[config.mk]
export PLATFORM = sky130hd
export DESIGN_NAME = gpio_register_block_core_flat
export DESIGN_NICKNAME = d
export VERILOG_FILES = /design/src/hdl/gpioreg_pkg.sv /design/src/hdl/gpioreg_if.sv /design/src/hdl/gpioreg_pin_state.sv /design/src/hdl/gpio_register_block_core.sv /design/src/flat_wrapper.sv
export SDC_FILE = /design/constraint.sdc
export NUM_CORES = 1
export LEC_CHECK = 0
export BUFFER_PORTS_ARGS = -buffer_cell sky130_fd_sc_hd__buf_2
export CAP_MARGIN = 20
export CORE_ASPECT_RATIO = 2
export CORE_UTILIZATION = 50
export DETAILED_ROUTE_END_ITERATION = 12
export PLACE_DENSITY = 0.75
export SLEW_MARGIN = 15
export SYNTH_ARGS = -nofsm -noshare
export SYNTH_HDL_FRONTEND = slang
export SYNTH_SLANG_ARGS = --single-unit
[constraint.sdc]
create_clock -name clk -period 3.2 [get_ports clk]
set_input_delay 0.48 -clock clk [delete_from_list [all_inputs] [get_ports clk]]
set_output_delay 0.48 -clock clk [all_outputs]
set_load 0.03 [all_outputs]
[src/hdl/gpioreg_pkg.sv]
// package with shared constants and types of the gpio register block
`timescale 1ns / 1ps
`default_nettype none

package gpioreg_pkg;

  // pin fields on the bus side are fixed at this width
  localparam int PIN_FIELD_W      = 54;
  localparam int GPIOREG_PIN_COUNT = 54;

  localparam int DATA_W        = 32;
  localparam int ADDR_W        = 4;
  localparam int MODE_W        = 3;
  localparam int FSEL_WORDS    = 6;
  localparam int PINS_PER_FSEL = 10;
  localparam int FSEL_WORD_W   = 3;
  localparam int LEVEL_W       = 64;

  localparam logic [MODE_W-1:0] MODE_OUTPUT = 3'd1;

  localparam logic REQ_READ  = 1'b0;
  localparam logic REQ_WRITE = 1'b1;

  localparam logic [ADDR_W-1:0] ADDR_FSEL0 = 4'd0;
  localparam logic [ADDR_W-1:0] ADDR_FSEL1 = 4'd1;
  localparam logic [ADDR_W-1:0] ADDR_FSEL2 = 4'd2;
  localparam logic [ADDR_W-1:0] ADDR_FSEL3 = 4'd3;
  localparam logic [ADDR_W-1:0] ADDR_FSEL4 = 4'd4;
  localparam logic [ADDR_W-1:0] ADDR_FSEL5 = 4'd5;
  localparam logic [ADDR_W-1:0] ADDR_SET0  = 4'd7;
  localparam logic [ADDR_W-1:0] ADDR_SET1  = 4'd8;
  localparam logic [ADDR_W-1:0] ADDR_CLR0  = 4'd10;
  localparam logic [ADDR_W-1:0] ADDR_CLR1  = 4'd11;
  localparam logic [ADDR_W-1:0] ADDR_LEV0  = 4'd13;
  localparam logic [ADDR_W-1:0] ADDR_LEV1  = 4'd14;

  // write command from the decoder to the pin state
  typedef struct packed {
    logic                   fsel_we;
    logic [FSEL_WORD_W-1:0] fsel_word;
    logic                   set_we;
    logic                   clr_we;
    logic                   hi_half;
    logic [DATA_W-1:0]      data;
  } gpioreg_wr_t;

endpackage

`default_nettype wire

[src/hdl/gpioreg_if.sv]
// valid/ready channel interfaces for access items and result items
`timescale 1ns / 1ps
`default_nettype none

interface gpioreg_in_if import gpioreg_pkg::*; ();
  logic                   valid;
  logic                   ready;
  logic                   req_type;
  logic [ADDR_W-1:0]      word_address;
  logic [DATA_W-1:0]      write_data;
  logic [PIN_FIELD_W-1:0] pin_levels;

  modport source (output valid, output req_type, output word_address,
                  output write_data, output pin_levels, input ready);
  modport sink (input valid, input req_type, input word_address,
                input write_data, input pin_levels, output ready);
endinterface

interface gpioreg_out_if import gpioreg_pkg::*; ();
  logic                   valid;
  logic                   ready;
  logic [DATA_W-1:0]      read_data;
  logic [PIN_FIELD_W-1:0] pin_drive;
  logic [PIN_FIELD_W-1:0] pin_drive_enable;

  modport source (output valid, output read_data, output pin_drive,
                  output pin_drive_enable, input ready);
  modport sink (input valid, input read_data, input pin_drive,
                input pin_drive_enable, output ready);
endinterface

`default_nettype wire

[src/hdl/gpioreg_pin_state.sv]
// pin mode registers and output latch with write command handling
`timescale 1ns / 1ps
`default_nettype none

module gpioreg_pin_state import gpioreg_pkg::*; #(
  parameter int PIN_COUNT = GPIOREG_PIN_COUNT
) (
  input  wire logic                          clk,
  input  wire logic                          rst_n,
  input  wire logic                          wr_en,
  input  wire gpioreg_wr_t                   wr,
  output logic        [PIN_COUNT*MODE_W-1:0] fsel_flat,
  output logic        [PIN_COUNT-1:0]        latch,
  output logic        [PIN_COUNT-1:0]        drive_en
);

  logic [PIN_COUNT-1:0] latch_r;
  logic [PIN_COUNT-1:0] latch_nxt;
  logic [LEVEL_W-1:0]   bits64;
  logic [PIN_COUNT-1:0] bits;

  // per-pin mode registers; pins past the last select word stay inputs
  for (genvar p = 0; p < PIN_COUNT; p++) begin : g_pin
    if (p / PINS_PER_FSEL < FSEL_WORDS) begin : g_mode
      localparam int W = p / PINS_PER_FSEL;
      localparam int S = p % PINS_PER_FSEL;
      logic [MODE_W-1:0] mode_r;
      logic [MODE_W-1:0] mode_nxt;

      always_comb begin
        mode_nxt = mode_r;
        if (wr_en && wr.fsel_we && (wr.fsel_word == FSEL_WORD_W'(W))) begin
          mode_nxt = wr.data[MODE_W*S +: MODE_W];
        end
      end

      always_ff @(posedge clk) begin
        if (!rst_n) begin
          mode_r <= '0;
        end else begin
          mode_r <= mode_nxt;
        end
      end

      assign fsel_flat[MODE_W*p +: MODE_W] = mode_r;
    end else begin : g_fixed
      assign fsel_flat[MODE_W*p +: MODE_W] = '0;
    end
    assign drive_en[p] = (fsel_flat[MODE_W*p +: MODE_W] == MODE_OUTPUT);
  end

  // set/clear mask placed on the selected 32-pin half
  always_comb begin
    bits64 = wr.hi_half ? {wr.data, {DATA_W{1'b0}}}
                        : {{(LEVEL_W-DATA_W){1'b0}}, wr.data};
    bits   = bits64[PIN_COUNT-1:0];
    latch_nxt = latch_r;
    if (wr_en && wr.set_we) begin
      latch_nxt = latch_r | bits;
    end else if (wr_en && wr.clr_we) begin
      latch_nxt = latch_r & ~bits;
    end
  end

  always_ff @(posedge clk) begin
    if (!rst_n) begin
      latch_r <= '0;
    end else begin
      latch_r <= latch_nxt;
    end
  end

  assign latch = latch_r;

endmodule

`default_nettype wire

[src/hdl/gpio_register_block_core.sv]
// top level of the gpio register block: access decode, pipeline and result register
//
// usage
//   in_ch  : one register access per item (req_type, word_address, write_data,
//            pin_levels). accepted when valid and ready are both high.
//   out_ch : one result item per access: read_data (zero on writes and on
//            write-only or unused words), pin_drive and pin_drive_enable as they
//            stand after the access.
// result: an accepted item is held in the input register, then moves to the
//   result register, where its result shows valid until it is taken.
// throughput: one item per cycle while out_ch.ready stays high; the input
//   register and the result register each hold one item, and the pin state
//   changes only when the result register loads.
// stall: when out_ch.ready is low a full result register holds; the input
//   register still takes one more item, then in_ch.ready drops until the
//   result is taken.
// reset: rst_n is synchronous, active low. all pins become inputs, the output
//   latch clears and both registers empty; no clearing pass is needed.
// pin_drive and pin_drive_enable come straight from the state registers,
//   which cannot move while a result waits.
`timescale 1ns / 1ps
`default_nettype none

module gpio_register_block_core import gpioreg_pkg::*; #(
  parameter int PIN_COUNT = GPIOREG_PIN_COUNT
) (
  input  wire logic    clk,
  input  wire logic    rst_n,
  gpioreg_in_if.sink   in_ch,
  gpioreg_out_if.source out_ch
);

  // input register stage
  logic                   s1_valid_r;
  logic                   s1_valid_nxt;
  logic                   s1_req_type_r;
  logic [ADDR_W-1:0]      s1_addr_r;
  logic [DATA_W-1:0]      s1_data_r;
  logic [PIN_FIELD_W-1:0] s1_levels_r;

  // result register stage
  logic              out_valid_r;
  logic              out_valid_nxt;
  logic [DATA_W-1:0] read_data_r;
  logic [DATA_W-1:0] read_data_nxt;

  logic advance;
  logic in_fire;

  gpioreg_wr_t                  wr;
  logic [PIN_COUNT*MODE_W-1:0]  fsel_flat;
  logic [PIN_COUNT-1:0]         latch;
  logic [PIN_COUNT-1:0]         drive_en;

  logic [DATA_W-1:0]      fsel_word_data [FSEL_WORDS];
  logic [LEVEL_W-1:0]     ext64;
  logic [PIN_COUNT-1:0]   ext;
  logic [PIN_COUNT-1:0]   level;
  logic [LEVEL_W-1:0]     level64;
  logic [LEVEL_W-1:0]     latch64;
  logic [LEVEL_W-1:0]     drive_en64;

  // handshake: stage 1 moves on when the result register is free or drains
  assign advance     = s1_valid_r && (!out_valid_r || out_ch.ready);
  assign in_ch.ready = !s1_valid_r || advance;
  assign in_fire     = in_ch.valid && in_ch.ready;

  always_comb begin
    s1_valid_nxt = s1_valid_r;
    if (in_fire) begin
      s1_valid_nxt = 1'b1;
    end else if (advance) begin
      s1_valid_nxt = 1'b0;
    end
    out_valid_nxt = out_valid_r;
    if (advance) begin
      out_valid_nxt = 1'b1;
    end else if (out_ch.ready) begin
      out_valid_nxt = 1'b0;
    end
  end

  always_ff @(posedge clk) begin
    if (!rst_n) begin
      s1_valid_r  <= 1'b0;
      out_valid_r <= 1'b0;
    end else begin
      s1_valid_r  <= s1_valid_nxt;
      out_valid_r <= out_valid_nxt;
    end
  end

  always_ff @(posedge clk) begin
    if (in_fire) begin
      s1_req_type_r <= in_ch.req_type;
      s1_addr_r     <= in_ch.word_address;
      s1_data_r     <= in_ch.write_data;
      s1_levels_r   <= in_ch.pin_levels;
    end
    if (advance) begin
      read_data_r <= read_data_nxt;
    end
  end

  // write decode; only applied when the item advances
  always_comb begin
    wr           = '0;
    wr.data      = s1_data_r;
    wr.fsel_word = s1_addr_r[FSEL_WORD_W-1:0];
    if (s1_req_type_r == REQ_WRITE) begin
      unique case (s1_addr_r)
        ADDR_FSEL0, ADDR_FSEL1, ADDR_FSEL2,
        ADDR_FSEL3, ADDR_FSEL4, ADDR_FSEL5: wr.fsel_we = 1'b1;
        ADDR_SET0: wr.set_we = 1'b1;
        ADDR_SET1: begin
          wr.set_we  = 1'b1;
          wr.hi_half = 1'b1;
        end
        ADDR_CLR0: wr.clr_we = 1'b1;
        ADDR_CLR1: begin
          wr.clr_we  = 1'b1;
          wr.hi_half = 1'b1;
        end
        default: ;
      endcase
    end
  end

  gpioreg_pin_state #(
    .PIN_COUNT (PIN_COUNT)
  ) u_pin_state (
    .clk       (clk),
    .rst_n     (rst_n),
    .wr_en     (advance),
    .wr        (wr),
    .fsel_flat (fsel_flat),
    .latch     (latch),
    .drive_en  (drive_en)
  );

  // function-select words as read back; missing pins and bits 31:30 read zero
  for (genvar w = 0; w < FSEL_WORDS; w++) begin : g_fsel_word
    for (genvar s = 0; s < PINS_PER_FSEL; s++) begin : g_slot
      if (w * PINS_PER_FSEL + s < PIN_COUNT) begin : g_real
        assign fsel_word_data[w][MODE_W*s +: MODE_W] =
            fsel_flat[MODE_W*(w*PINS_PER_FSEL+s) +: MODE_W];
      end else begin : g_missing
        assign fsel_word_data[w][MODE_W*s +: MODE_W] = '0;
      end
    end
    assign fsel_word_data[w][DATA_W-1:MODE_W*PINS_PER_FSEL] = '0;
  end

  // level: driven latch for output pins, external level for the rest
  always_comb begin
    ext64   = {{(LEVEL_W-PIN_FIELD_W){1'b0}}, s1_levels_r};
    ext     = ext64[PIN_COUNT-1:0];
    level   = (latch & drive_en) | (ext & ~drive_en);
    level64 = LEVEL_W'(level);
  end

  // read data; reads never change state, so the current state is the answer
  always_comb begin
    read_data_nxt = '0;
    if (s1_req_type_r == REQ_READ) begin
      unique case (s1_addr_r)
        ADDR_FSEL0, ADDR_FSEL1, ADDR_FSEL2,
        ADDR_FSEL3, ADDR_FSEL4, ADDR_FSEL5:
          read_data_nxt = fsel_word_data[s1_addr_r[FSEL_WORD_W-1:0]];
        ADDR_LEV0: read_data_nxt = level64[DATA_W-1:0];
        ADDR_LEV1: read_data_nxt = level64[LEVEL_W-1:DATA_W];
        default:   read_data_nxt = '0;
      endcase
    end
  end

  // pin outputs track the state, which only moves when a result loads
  assign latch64    = LEVEL_W'(latch);
  assign drive_en64 = LEVEL_W'(drive_en);

  assign out_ch.valid            = out_valid_r;
  assign out_ch.read_data        = read_data_r;
  assign out_ch.pin_drive        = latch64[PIN_FIELD_W-1:0];
  assign out_ch.pin_drive_enable = drive_en64[PIN_FIELD_W-1:0];

endmodule

`default_nettype wire
[src/flat_wrapper.sv]
// flat-port wrapper written by rule: the top's interface ports become plain ports
module gpio_register_block_core_flat import gpioreg_pkg::*;
#(
  parameter int PIN_COUNT = GPIOREG_PIN_COUNT
)
  (clk, rst_n, in_ch_valid, in_ch_req_type, in_ch_word_address, in_ch_write_data, in_ch_pin_levels, in_ch_ready, out_ch_valid, out_ch_read_data, out_ch_pin_drive, out_ch_pin_drive_enable, out_ch_ready);
  gpioreg_in_if in_ch_i ();
  gpioreg_out_if out_ch_i ();
  input  wire logic clk;
  input  wire logic rst_n;
  input wire logic [$bits(in_ch_i.valid)-1:0] in_ch_valid;
  input wire logic [$bits(in_ch_i.req_type)-1:0] in_ch_req_type;
  input wire logic [$bits(in_ch_i.word_address)-1:0] in_ch_word_address;
  input wire logic [$bits(in_ch_i.write_data)-1:0] in_ch_write_data;
  input wire logic [$bits(in_ch_i.pin_levels)-1:0] in_ch_pin_levels;
  output wire logic [$bits(in_ch_i.ready)-1:0] in_ch_ready;
  output wire logic [$bits(out_ch_i.valid)-1:0] out_ch_valid;
  output wire logic [$bits(out_ch_i.read_data)-1:0] out_ch_read_data;
  output wire logic [$bits(out_ch_i.pin_drive)-1:0] out_ch_pin_drive;
  output wire logic [$bits(out_ch_i.pin_drive_enable)-1:0] out_ch_pin_drive_enable;
  input wire logic [$bits(out_ch_i.ready)-1:0] out_ch_ready;
  assign in_ch_i.valid = in_ch_valid;
  assign in_ch_i.req_type = in_ch_req_type;
  assign in_ch_i.word_address = in_ch_word_address;
  assign in_ch_i.write_data = in_ch_write_data;
  assign in_ch_i.pin_levels = in_ch_pin_levels;
  assign in_ch_ready = in_ch_i.ready;
  assign out_ch_valid = out_ch_i.valid;
  assign out_ch_read_data = out_ch_i.read_data;
  assign out_ch_pin_drive = out_ch_i.pin_drive;
  assign out_ch_pin_drive_enable = out_ch_i.pin_drive_enable;
  assign out_ch_i.ready = out_ch_ready;
  gpio_register_block_core #(.PIN_COUNT(PIN_COUNT)) u_core (.clk(clk), .rst_n(rst_n), .in_ch(in_ch_i), .out_ch(out_ch_i));
endmodule
Word-level counts from Yosys, hierarchy flattened
Index checks and enable logic that the tools add are counted.
- $lt $le $gt $ge: 1
- equal/unequal tests: 70
- multiplexer cells: 17
- bitwise logic cells: 8
- reductions and logical operators: 24
- operators with widths (kind ; number):
    3-bit by 1-bit == test with 1-bit output (second input constant) ; 55
    54-bit bitwise AND ; 3
    54-bit two-way mux ; 3
    54-bit inverter ; 2
    54-bit bitwise OR ; 2
    32-bit binary-select mux with 3-bit select ; 1
    32-bit one-hot mux with 3 select lines ; 1
    32-bit two-way mux ; 2
    4-bit == test (second input constant) ; 5
    4-bit by 3-bit == test with 1-bit output (second input constant) ; 3
    1-bit logical AND ; 11
    1-bit two-way mux ; 9
    4-bit by 2-bit == test with 1-bit output (second input constant) ; 2
    3-bit by 2-bit == test with 1-bit output (second input constant) ; 2
    3-bit == test (second input constant) ; 2
    2-bit nonzero test ; 3
    2-bit OR reduction ; 3
    6-bit OR reduction ; 1
    4-bit by 1-bit == test with 1-bit output (second input constant) ; 1
    4-bit greater-or-equal comparator (second input constant) ; 1
    4-bit zero test ; 1
    3-bit inverter with 4-bit output ; 1
    3-bit zero test ; 1
    3-bit two-way mux ; 1
    2 further kinds ; 4
- register bits after elaboration: 341
- output and inout bits: 142

Logic depth before layout (Yosys ltp)
- word-level depth: 9
- gate-level depth with buffers: 7
- gate-level depth less buffers: 4

Hierarchy
From an unflattened synthesis, not the netlist that was laid out.
- cells, all modules: 1194
- area total of the unflattened synthesis: 14531.4 um^2
- modules (own cells, without submodules) (module ; times used ; cells each ; area an instance (um^2)):
    gpioreg_pin_state ; 1 ; 838 ; 8515.7
    gpio_register_block_core ; 1 ; 356 ; 6015.8

Worst setup path after synthesis
No wires, ideal clock.
- path type: reg2reg
- start: register u_core.out_valid_r, in the netlist u_core.out_ch.valid
- end: register u_core.s1_levels_r[0], in the netlist u_core.ext[0], enable pin
- library setup time: 0.459 ns
- data arrival time: 3.069 ns
- setup slack: -0.328 ns
- cell stages (with the launch flop): 4
- cells stage by stage: dfxtp_1 > nor2b_1 > nand2_1 > and2_1
- word-level cells in the longest chain between the ends: 5
- RTL lines (element ; line ; RTL):
    from (decl) ; gpio_register_block_core.sv:42 ; logic out_valid_r;
    from (signal assigned) ; gpio_register_block_core.sv:89 ; out_valid_r <= out_valid_nxt;
    1-bit zero test ; gpio_register_block_core.sv:64 ; assign advance = s1_valid_r && (!out_valid_r || out_ch.ready);
    1-bit logical OR ; gpio_register_block_core.sv:64 ;
    1-bit logical AND ; gpio_register_block_core.sv:64 ;
    1-bit logical OR ; gpio_register_block_core.sv:65 ; assign in_ch.ready = !s1_valid_r || advance;
    named net in_ch_ready ; flat_wrapper.sv:16 ; output wire logic [$bits(in_ch_i.ready)-1:0] in_ch_ready;
    1-bit logical AND ; gpio_register_block_core.sv:66 ; assign in_fire = in_ch.valid && in_ch.ready;
    named net u_core.in_fire ; gpio_register_block_core.sv:48 ; logic in_fire;
    to (signal assigned) ; gpio_register_block_core.sv:98 ; s1_levels_r <= in_ch.pin_levels;
    to (decl) ; gpio_register_block_core.sv:39 ; logic [PIN_FIELD_W-1:0] s1_levels_r;
The timed path passes the listed nets, and every way through them passes these cells.
A chain may end at the register's enable or synchronous reset.

==> metrics.md <==
| Metric | Value |
|---|---|
| Yosys warning total | `0` |
| Worst slack, placed | `between 0.4 and 0.5 ns` |
| First drt pass iteration count | `6` |
| Max Used Layer | `met4` |
| Post-layout minimum cycle time | `around 2.8 ns` |
| Internal power | `about 7.1 mW` |
| Post-Synthesis Cells | `~1,300` |
| Fill cells | `2,381` |
| Asr flop ratio synth | `0%` |
| Worst VDD drop | `a little under 500 uV` |
| Post-CTS Repair Setup Buffers | `0` |
| Worst Hold Slack | `0.07603 ns` |
| Status | `completed` |
| Final setup TNS | `0 ns` |
| Die H | `~240 um` |
| Post-synthesis cell type count | `47` |
| Post-Syn Area per Cell | `11.01 um^2` |
| Metal2 WL | `24,700 um` |
| Power per cell area | `roughly 530 mW/mm^2` |
| NetSw | `2.102 mW` |
| H-tree levels | `1` |
| Clock share of power | `43.4%` |
| Post-synth EDFFs | `about 120` |
| Switching part of the total | `around 23%` |
| Via count | `between 10,000 and 15,000` |
| Post-Route WL | `~47,000 um` |
| Worst Path Required | `between 3 and 4 ns` |
| Fmax | `roughly 350 MHz` |
| Synthesis-to-finish area growth | `19.07%` |
| Critical Path Source | `u_core.s1_addr_r[0]` |
| Hold Fails Final Rpt | `0` |
| Synth Net Count | `between 1,000 and 1,500` |
| RSZ-0062 raised after global routing | `no` |
| Critical Path Fanout Max | `32` |
| Hold buffer count at cts | `0` |
| #FFs+latches synth | `341` |
| Top cell type's share of synthesized area | `between 20% and 30%` |
| Die area | `between 0.03 and 0.04 mm^2` |
| Vias in the first global route | `approximately 12,000` |
| Total CTS buffers | `29` |
| # IOs | `approximately 240` |
| CP arrival | `approximately 3.3 ns` |
| Row count | `just under 90` |
| Vias per cell | `around 6.1` |
| Top cells by area, synth | `dfxtp_1 (30%), edfxtp_1 (25%), mux2i_1 (15%)` |
| Critical path capture point type | `flop` |
| GPL Wtd Cong | `0.9299` |
| Gr usage total | `between 30% and 40%` |
| Core box area | `between 0.02 and 0.03 mm^2` |
| Layout cells sized above 1 | `approximately a quarter` |
| HPWL Detailed | `33,680 um` |
| Initial antenna violation count | `1` |
| Port Buf Inserts | `236` |
| Fin nets | `~1,600` |
| Synth Flop Type | `dfxtp_1` |
| Initial DRC Count | `between 1,000 and 1,500` |
| Lkg Pwr | `7.578 nW` |
| Pin count of the biggest net entering global routing | `72` |
| CTS tree | `yes` |
| Synth cell count leaders | `dfxtp_1 (218), mux2i_1 (218), nor2_1 (139)` |
| Share of power burned in registers | `between 50 and 60%` |
| Total global routing overflow | `0` |
| DR WL/cell | `roughly 25 um` |
| Seq/Total Area, Yosys | `between 50% and 60%` |
| Root Driver | `clkbuf_16` |
| Comb pwr share | `between 5 and 6%` |
| Clk slew on worst S/H paths | `roughly 0.07 ns` |
| # DRC | `0` |
| Die Wd | `123.1 um` |
| Crit path launch type | `flop` |
| Final period util | `between 80% and 90%` |
| Tot Pwr | `between 9 and 10 mW` |
| Clk sink count | `341` |
| Worst reg2reg startpoint | `u_core.s1_addr_r[0]` |
| First-pass GRT wire length | `just under 70,000 um` |
| Slew @ Worst Pin | `a little over 1 ns` |
| Met1 Wirelength | `around 16,000 um` |
| Clock Tree Buf Depth | `3` |
| Max Cap Viol | `0` |
| Yosys top cell by area | `dfxtp_1` |
| Clock skew | `between 0.015 and 0.02 ns` |
| Starting density of the core | `around 50%` |
| Slew Viols, Final | `0` |
| Final setup margin | `0.3516 ns` |
| Post-route ant nets | `0` |
| Hold Startpoint | `in_ch_pin_levels[20]` |
| Mapped Area | `0.01466 mm^2` |
| Worst Hold Class | `in -> reg` |
| Final Setup Violations | `0` |
| Max-slew headroom | `a little under a third` |
| Latest clock arrival within the worst-skew pair | `between 0.5 and 0.6 ns` |
| Met3 wire length | `2987 um` |
| Worst setup path category | `reg -> reg` |
| Post-CTS resize count | `0` |
==> metal layers <==
metal | global-route usage, % | up-vias
met5 | 0 | -
met4 | 23.25 | 0
met3 | 3.941 | 157
li1 | - | 5252
met2 | 54.84 | 594
met1 | 33.71 | 5839
==> worst paths after layout <==
check,endpoint,slack (ns),cells past startpoint
setup / recovery,flop,0.35,5
hold / removal,u_core.ext[20],0.08,1
setup reg to reg,flop,0.35,5
hold reg to reg,u_core.u_pin_state.g_pin[42].g_mode.mode_r[0],0.47,2
==> power groups by stage <==
| stage | Clock (mW) | Combinational [mW] | Sequential (mW) |
|---|---|---|---|
| after floorplan | 0 | 0.288 | 4.75 |
| after global placement | 0 | 0.494 | 4.78 |
| after detailed placement | 0 | 0.503 | 4.78 |
| after CTS | 4.00 | 0.507 | 4.68 |
| after global routing | 4.17 | 0.540 | 4.69 |
| final | 3.99 | 0.513 | 4.69 |
==> worst max-delay path: stages (launching register included) <==
cell	delay, ns
edfxtp_1	0.51
buf_4	0.29
or4b_1	0.59
a2111oi_4	0.35
nand2_2	0.51
o41ai_1	0.46
==> metrics by stage <==
stage               utilization, %  cell area, um^2  std cells
floorplan                        -            14660       1332
global placement             56.70            16360       1875
detailed placement           56.72            16360       1876
CTS                          60.50            17450       1929
global route                 60.50            17450       1930
finish                       60.51            17460       1931
==> cell families (layout without fill, tap and decap cells) <==
group / Yosys count / after routing / synth area share (%)
AO/OA/AOI/OAI: 221 / 221 / 9.789
flip-flops: 341 / 341 / 54.96
multiplexers: 254 / 254 / 18.96
buffers and inverters: 136 / 373 / 3.696
AND/OR/NAND/NOR: 380 / 380 / 12.60
other: 0 / 2 / 0
==> layout by cell type (no fill, tap or decap), types with 3 or more instances in the layout <==
| master | instances |
|---|---|
| o21bai_1 | 6 |
| clkbuf_16 | 33 |
| mux4_2 | 17 |
| inv_1 | 27 |
| edfxtp_1 | 123 |
| o211ai_1 | 10 |
| a21oi_1 | 88 |
| nand2_1 | 98 |
| nand3b_1 | 6 |
| nor2b_1 | 7 |
| buf_2 | 236 |
| and2_1 | 5 |
| nand4_1 | 29 |
| mux2_2 | 19 |
| nor3b_1 | 56 |
| o21ai_0 | 20 |
| a22oi_1 | 14 |
| o22a_1 | 20 |
| bufinv_16 | 5 |
| clkinvlp_4 | 3 |
| mux2i_1 | 218 |
| buf_12 | 4 |
| o22ai_1 | 11 |
| nor3_1 | 24 |
| o2bb2ai_1 | 6 |
| dfxtp_1 | 218 |
| clkinv_2 | 3 |
| o31ai_1 | 31 |
| nor2_1 | 138 |
| nand3_1 | 3 |
| clkbuf_1 | 3 |
| buf_4 | 51 |
==> final cells by class <==
cell class | instances | area, um^2 | share of cell area [%]
inverters | 29 | 111.4 | 0.6379
flip-flops and latches | 341 | 8058 | 46.16
diodes | 2 | 5.005 | 0.02867
well taps | 360 | 450.4 | 2.580
repair buffers | 291 | 1644 | 9.418
multi-input cells | 855 | 6100 | 34.94
clock buffers | 39 | 869.6 | 4.981
clock inverters | 14 | 219.0 | 1.254
Note: power is estimated with default switching activity, not from simulation.
